## src/design/gmig_pkg.sv

```systemverilog
`default_nettype none
package gmig_pkg;

   localparam int INDEX_WIDTH = 24;
   localparam int CFG_WIDTH   = 13;
   localparam int COUNT_WIDTH = 12;
   localparam int CSR_INDEX_W = 2;
   localparam int IDX_COUNT_W = 3;
   localparam int REQ_DATA_W  = 8;
   localparam int RSP_DATA_W  = ((6 * INDEX_WIDTH + IDX_COUNT_W + 7) / 8) * 8;
   localparam int RSP_USER_W  = 2;
   localparam int PROD_WIDTH  = 3 * CFG_WIDTH;

   localparam longint unsigned MAX_POINTS = 64'd1 << INDEX_WIDTH;

   typedef logic [INDEX_WIDTH-1:0] index_type;
   typedef logic [CFG_WIDTH-1:0]   cfg_type;
   typedef logic [COUNT_WIDTH-1:0] count_type;

   localparam cfg_type CFG_MAX = 13'd4096;

   typedef enum logic [CSR_INDEX_W-1:0] {
      CSR_X_COUNT = 2'd0,
      CSR_ROWS    = 2'd1,
      CSR_LAYERS  = 2'd2
   } csr_index_type;

   typedef enum logic [4:0] {
      PH_DONE = 5'b00001,
      PH_LINE = 5'b00010,
      PH_CELL = 5'b00100,
      PH_FB   = 5'b01000,
      PH_LR   = 5'b10000
   } phase_type;

   typedef enum logic [RSP_USER_W-1:0] {
      ST_OK           = 2'd0,
      ST_EXHAUSTED    = 2'd1,
      ST_BAD_GEOMETRY = 2'd2
   } status_type;

   localparam logic [IDX_COUNT_W-1:0] IDX_NONE    = 3'd0;
   localparam logic [IDX_COUNT_W-1:0] IDX_SEGMENT = 3'd2;
   localparam logic [IDX_COUNT_W-1:0] IDX_QUAD    = 3'd6;

   // settled view of the configuration, shared by the step logic
   typedef struct packed {
      cfg_type   x_count;
      cfg_type   x_minus_1;
      cfg_type   rows;
      cfg_type   layers;
      index_type layer_points;
      index_type points_minus_x;
      logic      ok;
      phase_type start_phase;
      phase_type after_cell_phase;
      phase_type after_fb_phase;
   } geom_type;

endpackage
`default_nettype wire

```

## src/design/gmig_geom.sv

```systemverilog
`default_nettype none
module gmig_geom (
   input  logic                             clock,
   input  logic                             reset,
   input  logic                             csr_write,
   input  logic [gmig_pkg::CSR_INDEX_W-1:0] csr_index,
   input  gmig_pkg::cfg_type                csr_wdata,
   output gmig_pkg::geom_type               geom,
   output logic                             busy
);
   import gmig_pkg::*;

   cfg_type   x_count_ff, rows_ff, layers_ff;
   logic [1:0] settle_ff, settle_in;

   logic [2*CFG_WIDTH-1:0] points_ff;
   cfg_type   x_minus_1_ff;
   logic      range_ok_ff;
   phase_type start_phase_ff, after_cell_ff, after_fb_ff;
   index_type points_minus_x_ff;
   logic      ok_ff;

   logic      range_ok_in;
   phase_type start_phase_in, after_cell_in, after_fb_in;
   phase_type line_ph, cell_ph, fb_ph, lr_ph;
   logic [PROD_WIDTH-1:0] total;

   always_ff @(posedge clock) begin
      if (reset) begin
         x_count_ff <= 13'd2;
         rows_ff    <= 13'd1;
         layers_ff  <= 13'd1;
      end else if (csr_write) begin
         case (csr_index)
            CSR_X_COUNT: x_count_ff <= csr_wdata;
            CSR_ROWS:    rows_ff    <= csr_wdata;
            CSR_LAYERS:  layers_ff  <= csr_wdata;
            default:     x_count_ff <= x_count_ff;
         endcase
      end
   end

   // settle count that holds busy while the product pipeline catches up with a write
   always_comb begin
      if (csr_write) begin
         settle_in = 2'd2;
      end else if (settle_ff != 2'd0) begin
         settle_in = settle_ff - 2'd1;
      end else begin
         settle_in = settle_ff;
      end
   end

   always_ff @(posedge clock) begin
      if (reset) begin
         settle_ff <= 2'd2;
      end else begin
         settle_ff <= settle_in;
      end
   end

   always_comb begin
      range_ok_in = (x_count_ff != '0) && (x_count_ff <= CFG_MAX)
                 && (rows_ff != '0) && (rows_ff <= CFG_MAX)
                 && (layers_ff != '0) && (layers_ff <= CFG_MAX)
                 && !((rows_ff == 13'd1) && (layers_ff > 13'd1));
      lr_ph   = ((layers_ff < 13'd2) || (rows_ff < 13'd2)) ? PH_DONE : PH_LR;
      fb_ph   = ((layers_ff < 13'd2) || (x_count_ff < 13'd2)) ? lr_ph : PH_FB;
      after_cell_in = (layers_ff > 13'd1) ? fb_ph : PH_DONE;
      cell_ph = ((x_count_ff < 13'd2) || (rows_ff < 13'd2)) ? after_cell_in : PH_CELL;
      line_ph = (x_count_ff < 13'd2) ? PH_DONE : PH_LINE;
      start_phase_in = ((rows_ff == 13'd1) && (layers_ff == 13'd1)) ? line_ph : cell_ph;
      after_fb_in    = lr_ph;
   end

   always_ff @(posedge clock) begin
      points_ff      <= (2*CFG_WIDTH)'(x_count_ff) * (2*CFG_WIDTH)'(rows_ff);
      x_minus_1_ff   <= x_count_ff - 13'd1;
      range_ok_ff    <= range_ok_in;
      start_phase_ff <= start_phase_in;
      after_cell_ff  <= after_cell_in;
      after_fb_ff    <= after_fb_in;
   end

   assign total = PROD_WIDTH'(points_ff) * PROD_WIDTH'(layers_ff);

   always_ff @(posedge clock) begin
      points_minus_x_ff <= index_type'(points_ff) - index_type'(x_count_ff);
      ok_ff             <= range_ok_ff && (total <= PROD_WIDTH'(MAX_POINTS));
   end

   always_comb begin
      geom.x_count          = x_count_ff;
      geom.x_minus_1        = x_minus_1_ff;
      geom.rows             = rows_ff;
      geom.layers           = layers_ff;
      geom.layer_points     = index_type'(points_ff);
      geom.points_minus_x   = points_minus_x_ff;
      geom.ok               = ok_ff;
      geom.start_phase      = start_phase_ff;
      geom.after_cell_phase = after_cell_ff;
      geom.after_fb_phase   = after_fb_ff;
   end

   assign busy = (settle_ff != 2'd0);

endmodule
`default_nettype wire

```

## src/design/grid_mesh_index_generator_unit.sv

```systemverilog
`default_nettype none
// Grid mesh index generator: each request (restart bit in req_tdata) yields exactly one
// response the next cycle, holding one primitive of the pass over the configured grid:
// a line segment for a single row, two triangles per cell for one layer, and for several
// layers the cells, then front/back faces, then left/right faces. One request is taken
// every cycle while no register write is settling and the response register is free or
// being drained in the same cycle. A register write ends the pass in progress, and
// after it (and after reset) req_tready is low while the pipelined points product and
// geometry checks settle.
module grid_mesh_index_generator_unit (
   input  logic                              clock,
   input  logic                              reset,
   input  logic                              req_tvalid,
   output logic                              req_tready,
   input  logic [gmig_pkg::REQ_DATA_W-1:0]   req_tdata,   // [0] restart
   output logic                              rsp_tvalid,
   input  logic                              rsp_tready,
   // [23:0] tri0_a, [47:24] tri0_b, [71:48] tri0_c, [95:72] tri1_a,
   // [119:96] tri1_b, [143:120] tri1_c, [146:144] index_count
   output logic [gmig_pkg::RSP_DATA_W-1:0]   rsp_tdata,
   output logic [gmig_pkg::RSP_USER_W-1:0]   rsp_tuser,   // [1:0] status
   output logic                              rsp_tlast,
   input  logic                              csr_valid,
   output logic                              csr_ready,
   input  logic [gmig_pkg::CSR_INDEX_W-1:0]  csr_index,
   input  gmig_pkg::cfg_type                 csr_wdata
);
   import gmig_pkg::*;

   geom_type  geom;
   logic      geom_busy;
   logic      csr_hit, req_fire, restart;

   phase_type phase_ff, phase_in, cur_phase;
   logic      second_half_ff, second_half_in, cur_half;
   count_type layer_counter_ff, layer_counter_in, cur_layer;
   count_type row_counter_ff, row_counter_in, cur_row;
   count_type column_counter_ff, column_counter_in, cur_col;
   index_type base_index_ff, base_index_in, cur_base;
   index_type row_base_ff, row_base_in, cur_row_base;

   logic      rsp_tvalid_ff;
   index_type tri0_a_ff, tri0_b_ff, tri0_c_ff, tri1_a_ff, tri1_b_ff, tri1_c_ff;
   index_type tri0_a_in, tri0_b_in, tri0_c_in, tri1_a_in, tri1_b_in, tri1_c_in;
   logic [IDX_COUNT_W-1:0] count_ff, count_in;
   logic      last_ff, last_in;
   status_type status_ff, status_in;

   index_type ia, ib, ic, id, x_ext, next_base;
   logic      col_more, row_more_cell, row_more_side, layer_more_cell, layer_more_side;
   logic      do_enter;
   phase_type enter_phase;

   assign csr_ready = 1'b1;
   assign csr_hit   = csr_valid && csr_ready
                   && ((csr_index == CSR_X_COUNT) || (csr_index == CSR_ROWS)
                    || (csr_index == CSR_LAYERS));

   gmig_geom u_geom (
      .clock     (clock),
      .reset     (reset),
      .csr_write (csr_hit),
      .csr_index (csr_index),
      .csr_wdata (csr_wdata),
      .geom      (geom),
      .busy      (geom_busy)
   );

   assign req_tready = !geom_busy && (!rsp_tvalid_ff || rsp_tready);
   assign req_fire   = req_tvalid && req_tready;
   assign restart    = req_tdata[0];

   // restart behaves as if the pass were entered just before this step
   always_comb begin
      if (restart) begin
         cur_phase    = geom.start_phase;
         cur_half     = 1'b0;
         cur_layer    = '0;
         cur_row      = '0;
         cur_col      = '0;
         cur_base     = '0;
         cur_row_base = '0;
      end else begin
         cur_phase    = phase_ff;
         cur_half     = second_half_ff;
         cur_layer    = layer_counter_ff;
         cur_row      = row_counter_ff;
         cur_col      = column_counter_ff;
         cur_base     = base_index_ff;
         cur_row_base = row_base_ff;
      end
   end

   assign x_ext     = index_type'(geom.x_count);
   assign next_base = cur_base + geom.layer_points;

   assign col_more        = ({1'b0, cur_col} + 13'd1) < geom.x_minus_1;
   assign row_more_cell   = ({1'b0, cur_row} + 13'd2) < geom.rows;
   assign row_more_side   = row_more_cell;
   assign layer_more_cell = ({1'b0, cur_layer} + 13'd1) < geom.layers;
   assign layer_more_side = ({1'b0, cur_layer} + 13'd2) < geom.layers;

   // corner indices of the current primitive
   always_comb begin
      ia = '0;
      ib = '0;
      ic = '0;
      id = '0;
      case (cur_phase)
         PH_LINE: begin
            ia = index_type'(cur_col);
            ib = ia + index_type'(1);
         end
         PH_CELL: begin
            ia = cur_row_base + index_type'(cur_col);
            ib = ia + index_type'(1);
            ic = ia + x_ext;
            id = ic + index_type'(1);
         end
         PH_FB: begin
            ia = cur_base + index_type'(cur_col)
               + (cur_half ? geom.points_minus_x : '0);
            ib = ia + index_type'(1);
            ic = ia + geom.layer_points;
            id = ic + index_type'(1);
         end
         PH_LR: begin
            ia = cur_row_base + (cur_half ? index_type'(geom.x_minus_1) : '0);
            ib = ia + x_ext;
            ic = ia + geom.layer_points;
            id = ic + x_ext;
         end
         default: begin
            ia = '0;
         end
      endcase
   end

   // step to the next primitive
   always_comb begin
      phase_in          = cur_phase;
      second_half_in    = cur_half;
      layer_counter_in  = cur_layer;
      row_counter_in    = cur_row;
      column_counter_in = cur_col;
      base_index_in     = cur_base;
      row_base_in       = cur_row_base;
      do_enter          = 1'b0;
      enter_phase       = PH_DONE;
      case (cur_phase)
         PH_LINE: begin
            if (col_more) begin
               column_counter_in = cur_col + 12'd1;
            end else begin
               do_enter = 1'b1;
            end
         end
         PH_CELL: begin
            if (col_more) begin
               column_counter_in = cur_col + 12'd1;
            end else begin
               column_counter_in = '0;
               if (row_more_cell) begin
                  row_counter_in = cur_row + 12'd1;
                  row_base_in    = cur_row_base + x_ext;
               end else begin
                  row_counter_in = '0;
                  if (layer_more_cell) begin
                     layer_counter_in = cur_layer + 12'd1;
                     base_index_in    = next_base;
                     row_base_in      = next_base;
                  end else begin
                     do_enter    = 1'b1;
                     enter_phase = geom.after_cell_phase;
                  end
               end
            end
         end
         PH_FB, PH_LR: begin
            if (!cur_half) begin
               second_half_in = 1'b1;
            end else begin
               second_half_in = 1'b0;
               if ((cur_phase == PH_FB) && col_more) begin
                  column_counter_in = cur_col + 12'd1;
               end else if ((cur_phase == PH_LR) && row_more_side) begin
                  row_counter_in = cur_row + 12'd1;
                  row_base_in    = cur_row_base + x_ext;
               end else begin
                  column_counter_in = '0;
                  row_counter_in    = '0;
                  row_base_in       = cur_base;
                  if (layer_more_side) begin
                     layer_counter_in = cur_layer + 12'd1;
                     base_index_in    = next_base;
                     row_base_in      = next_base;
                  end else begin
                     do_enter    = 1'b1;
                     enter_phase = (cur_phase == PH_FB) ? geom.after_fb_phase : PH_DONE;
                  end
               end
            end
         end
         default: begin
            phase_in = PH_DONE;
         end
      endcase
      if (do_enter || !geom.ok) begin
         phase_in          = geom.ok ? enter_phase : PH_DONE;
         second_half_in    = 1'b0;
         layer_counter_in  = '0;
         row_counter_in    = '0;
         column_counter_in = '0;
         base_index_in     = '0;
         row_base_in       = '0;
      end
   end

   // response fields
   always_comb begin
      tri0_a_in = '0;
      tri0_b_in = '0;
      tri0_c_in = '0;
      tri1_a_in = '0;
      tri1_b_in = '0;
      tri1_c_in = '0;
      count_in  = IDX_NONE;
      last_in   = 1'b0;
      if (!geom.ok) begin
         status_in = ST_BAD_GEOMETRY;
      end else if (cur_phase == PH_DONE) begin
         status_in = ST_EXHAUSTED;
      end else begin
         status_in = ST_OK;
         last_in   = (phase_in == PH_DONE);
         tri0_a_in = ia;
         tri0_b_in = ib;
         if (cur_phase == PH_LINE) begin
            count_in = IDX_SEGMENT;
         end else begin
            count_in  = IDX_QUAD;
            tri0_c_in = ic;
            tri1_a_in = id;
            tri1_b_in = ic;
            tri1_c_in = ib;
         end
      end
   end

   always_ff @(posedge clock) begin
      if (reset) begin
         phase_ff          <= PH_DONE;
         second_half_ff    <= 1'b0;
         layer_counter_ff  <= '0;
         row_counter_ff    <= '0;
         column_counter_ff <= '0;
         base_index_ff     <= '0;
         row_base_ff       <= '0;
      end else if (csr_hit) begin
         phase_ff          <= PH_DONE;
         second_half_ff    <= 1'b0;
         layer_counter_ff  <= '0;
         row_counter_ff    <= '0;
         column_counter_ff <= '0;
         base_index_ff     <= '0;
         row_base_ff       <= '0;
      end else if (req_fire) begin
         phase_ff          <= phase_in;
         second_half_ff    <= second_half_in;
         layer_counter_ff  <= layer_counter_in;
         row_counter_ff    <= row_counter_in;
         column_counter_ff <= column_counter_in;
         base_index_ff     <= base_index_in;
         row_base_ff       <= row_base_in;
      end
   end

   always_ff @(posedge clock) begin
      if (reset) begin
         rsp_tvalid_ff <= 1'b0;
      end else if (req_fire) begin
         rsp_tvalid_ff <= 1'b1;
      end else if (rsp_tready) begin
         rsp_tvalid_ff <= 1'b0;
      end
   end

   always_ff @(posedge clock) begin
      if (req_fire) begin
         tri0_a_ff <= tri0_a_in;
         tri0_b_ff <= tri0_b_in;
         tri0_c_ff <= tri0_c_in;
         tri1_a_ff <= tri1_a_in;
         tri1_b_ff <= tri1_b_in;
         tri1_c_ff <= tri1_c_in;
         count_ff  <= count_in;
         last_ff   <= last_in;
         status_ff <= status_in;
      end
   end

   assign rsp_tvalid = rsp_tvalid_ff;
   assign rsp_tdata  = RSP_DATA_W'({count_ff, tri1_c_ff, tri1_b_ff, tri1_a_ff,
                                    tri0_c_ff, tri0_b_ff, tri0_a_ff});
   assign rsp_tuser  = status_ff;
   assign rsp_tlast  = last_ff;

   a_no_indices_on_error: assert property (@(posedge clock) disable iff (reset)
      (rsp_tvalid_ff && (status_ff != ST_OK)) |-> ((count_ff == IDX_NONE) && !last_ff))
      else $error("error response carries indices");

   a_write_stalls_requests: assert property (@(posedge clock) disable iff (reset)
      csr_hit |=> !req_tready)
      else $error("request taken before geometry settled");

   a_pass_needs_good_geometry: assert property (@(posedge clock) disable iff (reset)
      (phase_ff != PH_DONE) |-> geom.ok)
      else $error("pass active with bad geometry");

   a_line_counters: assert property (@(posedge clock) disable iff (reset)
      (phase_ff == PH_LINE) |-> ((layer_counter_ff == '0) && (row_counter_ff == '0)
                                && !second_half_ff))
      else $error("segment pass with stray counters");

endmodule
`default_nettype wire

```

## config.mk

```make
export PLATFORM = sky130hd
export DESIGN_NAME = grid_mesh_index_generator_unit
export DESIGN_NICKNAME = d
export VERILOG_FILES = /design/src/design/gmig_pkg.sv /design/src/design/gmig_geom.sv /design/src/design/grid_mesh_index_generator_unit.sv
export SDC_FILE = /design/constraint.sdc
export NUM_CORES = 2
export LEC_CHECK = 0
export BUFFER_PORTS_ARGS = -buffer_cell sky130_fd_sc_hd__buf_2
export CORE_ASPECT_RATIO = 0.7
export CORE_MARGIN = 2
export CORE_UTILIZATION = 40
export CTS_BUF_LIST = sky130_fd_sc_hd__clkbuf_2 sky130_fd_sc_hd__clkbuf_4 sky130_fd_sc_hd__clkbuf_8
export DETAILED_ROUTE_END_ITERATION = 10
export GPL_TIMING_DRIVEN = 1
export PLACE_DENSITY = 0.56
export RECOVER_POWER = 100
export SLEW_MARGIN = 30
export SYNTH_ARGS = -nofsm -noshare
export SYNTH_HDL_FRONTEND = slang
export SYNTH_SLANG_ARGS = --single-unit
```

## constraint.sdc

```tcl
create_clock -name clock -period 9.2 [get_ports clock]
set_clock_uncertainty 0.05 [all_clocks]
set_input_delay 0 -clock clock [delete_from_list [all_inputs] [get_ports clock]]
set_output_delay 0 -clock clock [all_outputs]
set_load 0.02 [all_outputs]
```

==> summary.md <==
| Metric | Value |
|---|---|
| H-tree depth | 3 |
| Setup TNS Final | 0 ns |
| Worst EP arrival | 8.92 ns |
| Syn Std Cell Area | 45,150 um^2 |
| Slowest CP cell | clkbuf_1 |
| Total Routing Usage GR | 29.24% |
| Startpoint types | register |
| Synth top cells by count | nand2_1, inv_1, nor2_1, ha_1, fa_1 |
| Yosys top cell area share | 17.96% |
| Mapped Cells | 5,608 |
| Violated checks | max-capacitance violations, max-slew violations |
| Area of the core | 112,400 um^2 |
| P_int | 0.002898 W |
| Min-Delay Endpoint | u_geom.x_count_ff[12] |
| Switching share of total power | 37.80% |
| Number of enable flip-flop cells after synthesis | 125 |
| Min-delay src | csr_wdata[12] |
| Power Density | 94.88 nW/um^2 |
| FF/Latch Area | 7905 um^2 |
| Worst path cell trace | clkbuf_1, nor2b_1, ha_1, nand3_1, nor2_1, and3_1, and3_1, xnor2_1, ha_1, a21o_1, a21o_1, a21oi_1, o21ai_0, a21o_1, nand2_1, o31a_1, and3_1, clkbuf_1, nand2_1, o21ai_0, a32oi_1, o311ai_0 |
| Setup Crit Path Kind | register to register |
| Biggest area consumer among synthesized cells | fa_1 |
| Finished Layout Cells | 7,293 |
| Slew margin rel. | -123.7% |
| Worst-skew pair later-pin latency | 0.78 ns |
| Worst min path class | input port to register |
| Vias | 42,150 |
| Leakage | 20.57 nW |
| Maxcap violations | 11 |
| Detailed Route Iter0 Violations | 4,795 |
| IO buf count | 171 |
| Top-count cell post-synth | nand2_1 |
| Worst-path fanout max | 23 |
| Fill count | 11,560 |
| # DRC | 0 |
| Synth Warn # | 0 |
| Avg Cell Area, Syn | 8.051 um^2 |
| Count of state elements after synthesis | 332 |
| Setup violators final | 0 |
| Sequential Power Share | 36.9% |
| Fin. max-slew vios | 399 |
| TritonCTS buffer count | 66 |
| Crit path depth | 22 |
| Die Wd | 405.6 um |
| Comb power frac | 25.2% |
| Die ar. | 115,600 um^2 |
| Vias in the first global route | 39,940 |
| Placed instance area | 47,550 um^2 |
| Crit path buffers/inverters | 2 |
| First-pass GRT wire length | 256,200 um |
| Sequential-to-total area share from yosys stat | 17.49% |
| R2r worst-path depth | 22 |
| Die Span Y | 285.1 um |
| Top_reg_cell synth | dfxtp_1 |
| Post-DRT Antenna Nets | 0 |
| Post-DR vias/cell | 5.779 |
| Max Freq | 119.8 MHz |
| Minimum clock period | 8.345 ns |
| Placed cell count | 7,126 |
| Wire per inst | 23.41 um |
| Peak supply drop | 0.0001061 V |
| Worst slew pin tran | 3.355 ns |
| Clock share of power | 38.0% |
| RSZ-0062 raised after global routing | false |
| Post-CTS sizing | 0 |
| Design area | 49,100 um^2 |
| Outcome | finished, violations left |
| Routability cong. | 0.9730 |
| Initial Utilization | 40.18% |
| TritonCTS clock tree | yes |
| Net Sw Power | 0.001761 W |
| DRT Wirelength | 170,700 um |
| Synthesis-to-layout area growth | 8.746% |
| Worst R2R Setup Slack | 0.85 ns |
| CTS clk-pin slew, worst paths | 0.07 ns |
| Hold depth | 4 |
| # clock sinks | 332 |
| R2R Path Start | column_counter_ff[0] |
| Cts hold-fix bufs | 37 |
| CTS Root Cell | clkbuf_8 |
| Final Hold Vio Count | 0 |
| Final Cycle Share | 90.71% |
| Initial antenna violation count | 7 |
| Post-CTS Setup Inserts | 0 |
| HPWL Detailed | 132,600 um |
| Max clock buf depth | 3 |
| Family with the most delay on the worst path | simple AND/OR/NAND/NOR gates |
| Boundary pin count | 186 |
| Top cells by area, synth | fa_1, ha_1, dfxtp_1 |
| Drt pass-1 iters | 10 |
| Worst EP required | 9.78 ns |
| Crit end category | register |
| Rows | 103 |
| Share of cells above drive strength 1 | 5.675% |
| Multi-input gate area | 33,810 um^2 |
| Grt ovf | 0 |
| Slowest stage delay, CP | 1.27 ns |
| Largest net degree at the start of global routing | 63 |
| Nets | 6,548 |
| Post-synthesis async set-or-reset flop share | 0% |
| Reg2reg end | row_base_ff[23] |
| Synth unique cells | 120 |
layout make-up:
cell class / instances / area share, %
flip-flops and latches: 332 / 16.10
diodes: 9 / 0.04587
clock inverters: 34 / 0.7008
multi-input cells: 4410 / 68.86
well taps: 1522 / 3.879
clock buffers: 87 / 2.286
repair buffers: 328 / 3.751
inverters: 571 / 4.378
through the flow:
step	total power, W	util, %	hold WS [ns]	setup WS (ns)
2_1_floorplan	0.002398	-	0.06784	1.953
3_3_place_gp	0.002864	42.30	0.2203	1.613
3_5_place_dp	0.002874	42.31	0.2287	1.696
4_1_cts	0.004666	43.95	0.01235	1.660
5_1_grt	0.004842	43.68	0.04136	0.6600
6_report	0.004658	43.69	0.05626	0.8545
layer usage:
metal / GRT usage, % / routed length [um] / share of wire (%) / vias to the layer above
met5: 0 / 13 / 0.0076 / -
met4: 6.283 / 3661 / 2.1 / 2
met3: 9.383 / 21280 / 12 / 206
met2: 38.52 / 64730 / 38 / 2214
met1: 45.38 / 81050 / 47 / 20460
li1: - / - / - / 19270
tightest hold or removal path: stages:
cell and delay, ns:
dlygate4sd3_1 0.53, buf_2 0.14, nand2_1 0.06, a21oi_1 0.05
worst max-delay path by stage:
stage,from,endpoint,slack [ns]
finish,column_counter_ff[0],row_base_ff[23],0.85
CTS,u_geom.points_ff[5],u_geom.ok_ff,1.66
global placement,u_geom.layers_ff[5],u_geom.ok_ff,1.61
detailed placement,u_geom.points_ff[5],u_geom.ok_ff,1.70
global route,u_geom.layers_ff[1],u_geom.ok_ff,0.66
floorplan,req_tdata[0],tri1_a_ff[22],1.95
power by group through the flow:
stage | Clock (W) | Combinational (W) | Sequential, W
2_1_floorplan | 0 | 0.000702 | 0.00170
3_3_place_gp | 0 | 0.00112 | 0.00174
3_5_place_dp | 0 | 0.00113 | 0.00174
4_1_cts | 0.00181 | 0.00115 | 0.00171
5_1_grt | 0.00187 | 0.00125 | 0.00172
6_report | 0.00177 | 0.00117 | 0.00172
placed cells by master (no fill, tap or decap), types with 54 or more instances in the layout:
master and instances:
nor2b_1 86, dfxtp_1 201, and2_1 117, clkbuf_8 75
nand3_1 113, xor2_1 98, nand2_1 789, a21o_1 89
a21oi_1 352, xnor2_1 224, nor3_1 90, ha_1 406
o21ai_0 233, a211oi_1 54, inv_1 560, edfxtp_1 125
clkbuf_1 178, buf_4 95, nor2_1 536, fa_1 405
cells by family (layout without fill, tap and decap cells):
logic type / Yosys count / count (layout) / share of synthesized area [%]
mux: 34 / 34 / 0.7981
buf+inv: 871 / 1020 / 7.806
fa+ha+maj: 812 / 812 / 29.23
xor+xnor: 326 / 326 / 6.429
other cells: 2 / 16 / 0.01663
compound gates: 1218 / 1218 / 17.69
flops: 332 / 332 / 17.49
simple gates: 2013 / 2013 / 20.53
state kept, by name, indices dropped and copies added, names as in the netlist, 13 cells and up:
name / cells
tri0_b_ff: 24
u_geom.x_minus_1_ff: 13
u_geom.points_ff: 26
u_geom.x_count_ff: 13
u_geom.points_minus_x_ff: 24
tri1_a_ff: 24
u_geom.rows_ff: 13
u_geom.layers_ff: 13
tri1_b_ff: 24
tri1_c_ff: 24
base_index_ff: 24
row_base_ff: 24
tri0_a_ff: 24
Power figures use the tool's default switching activity.
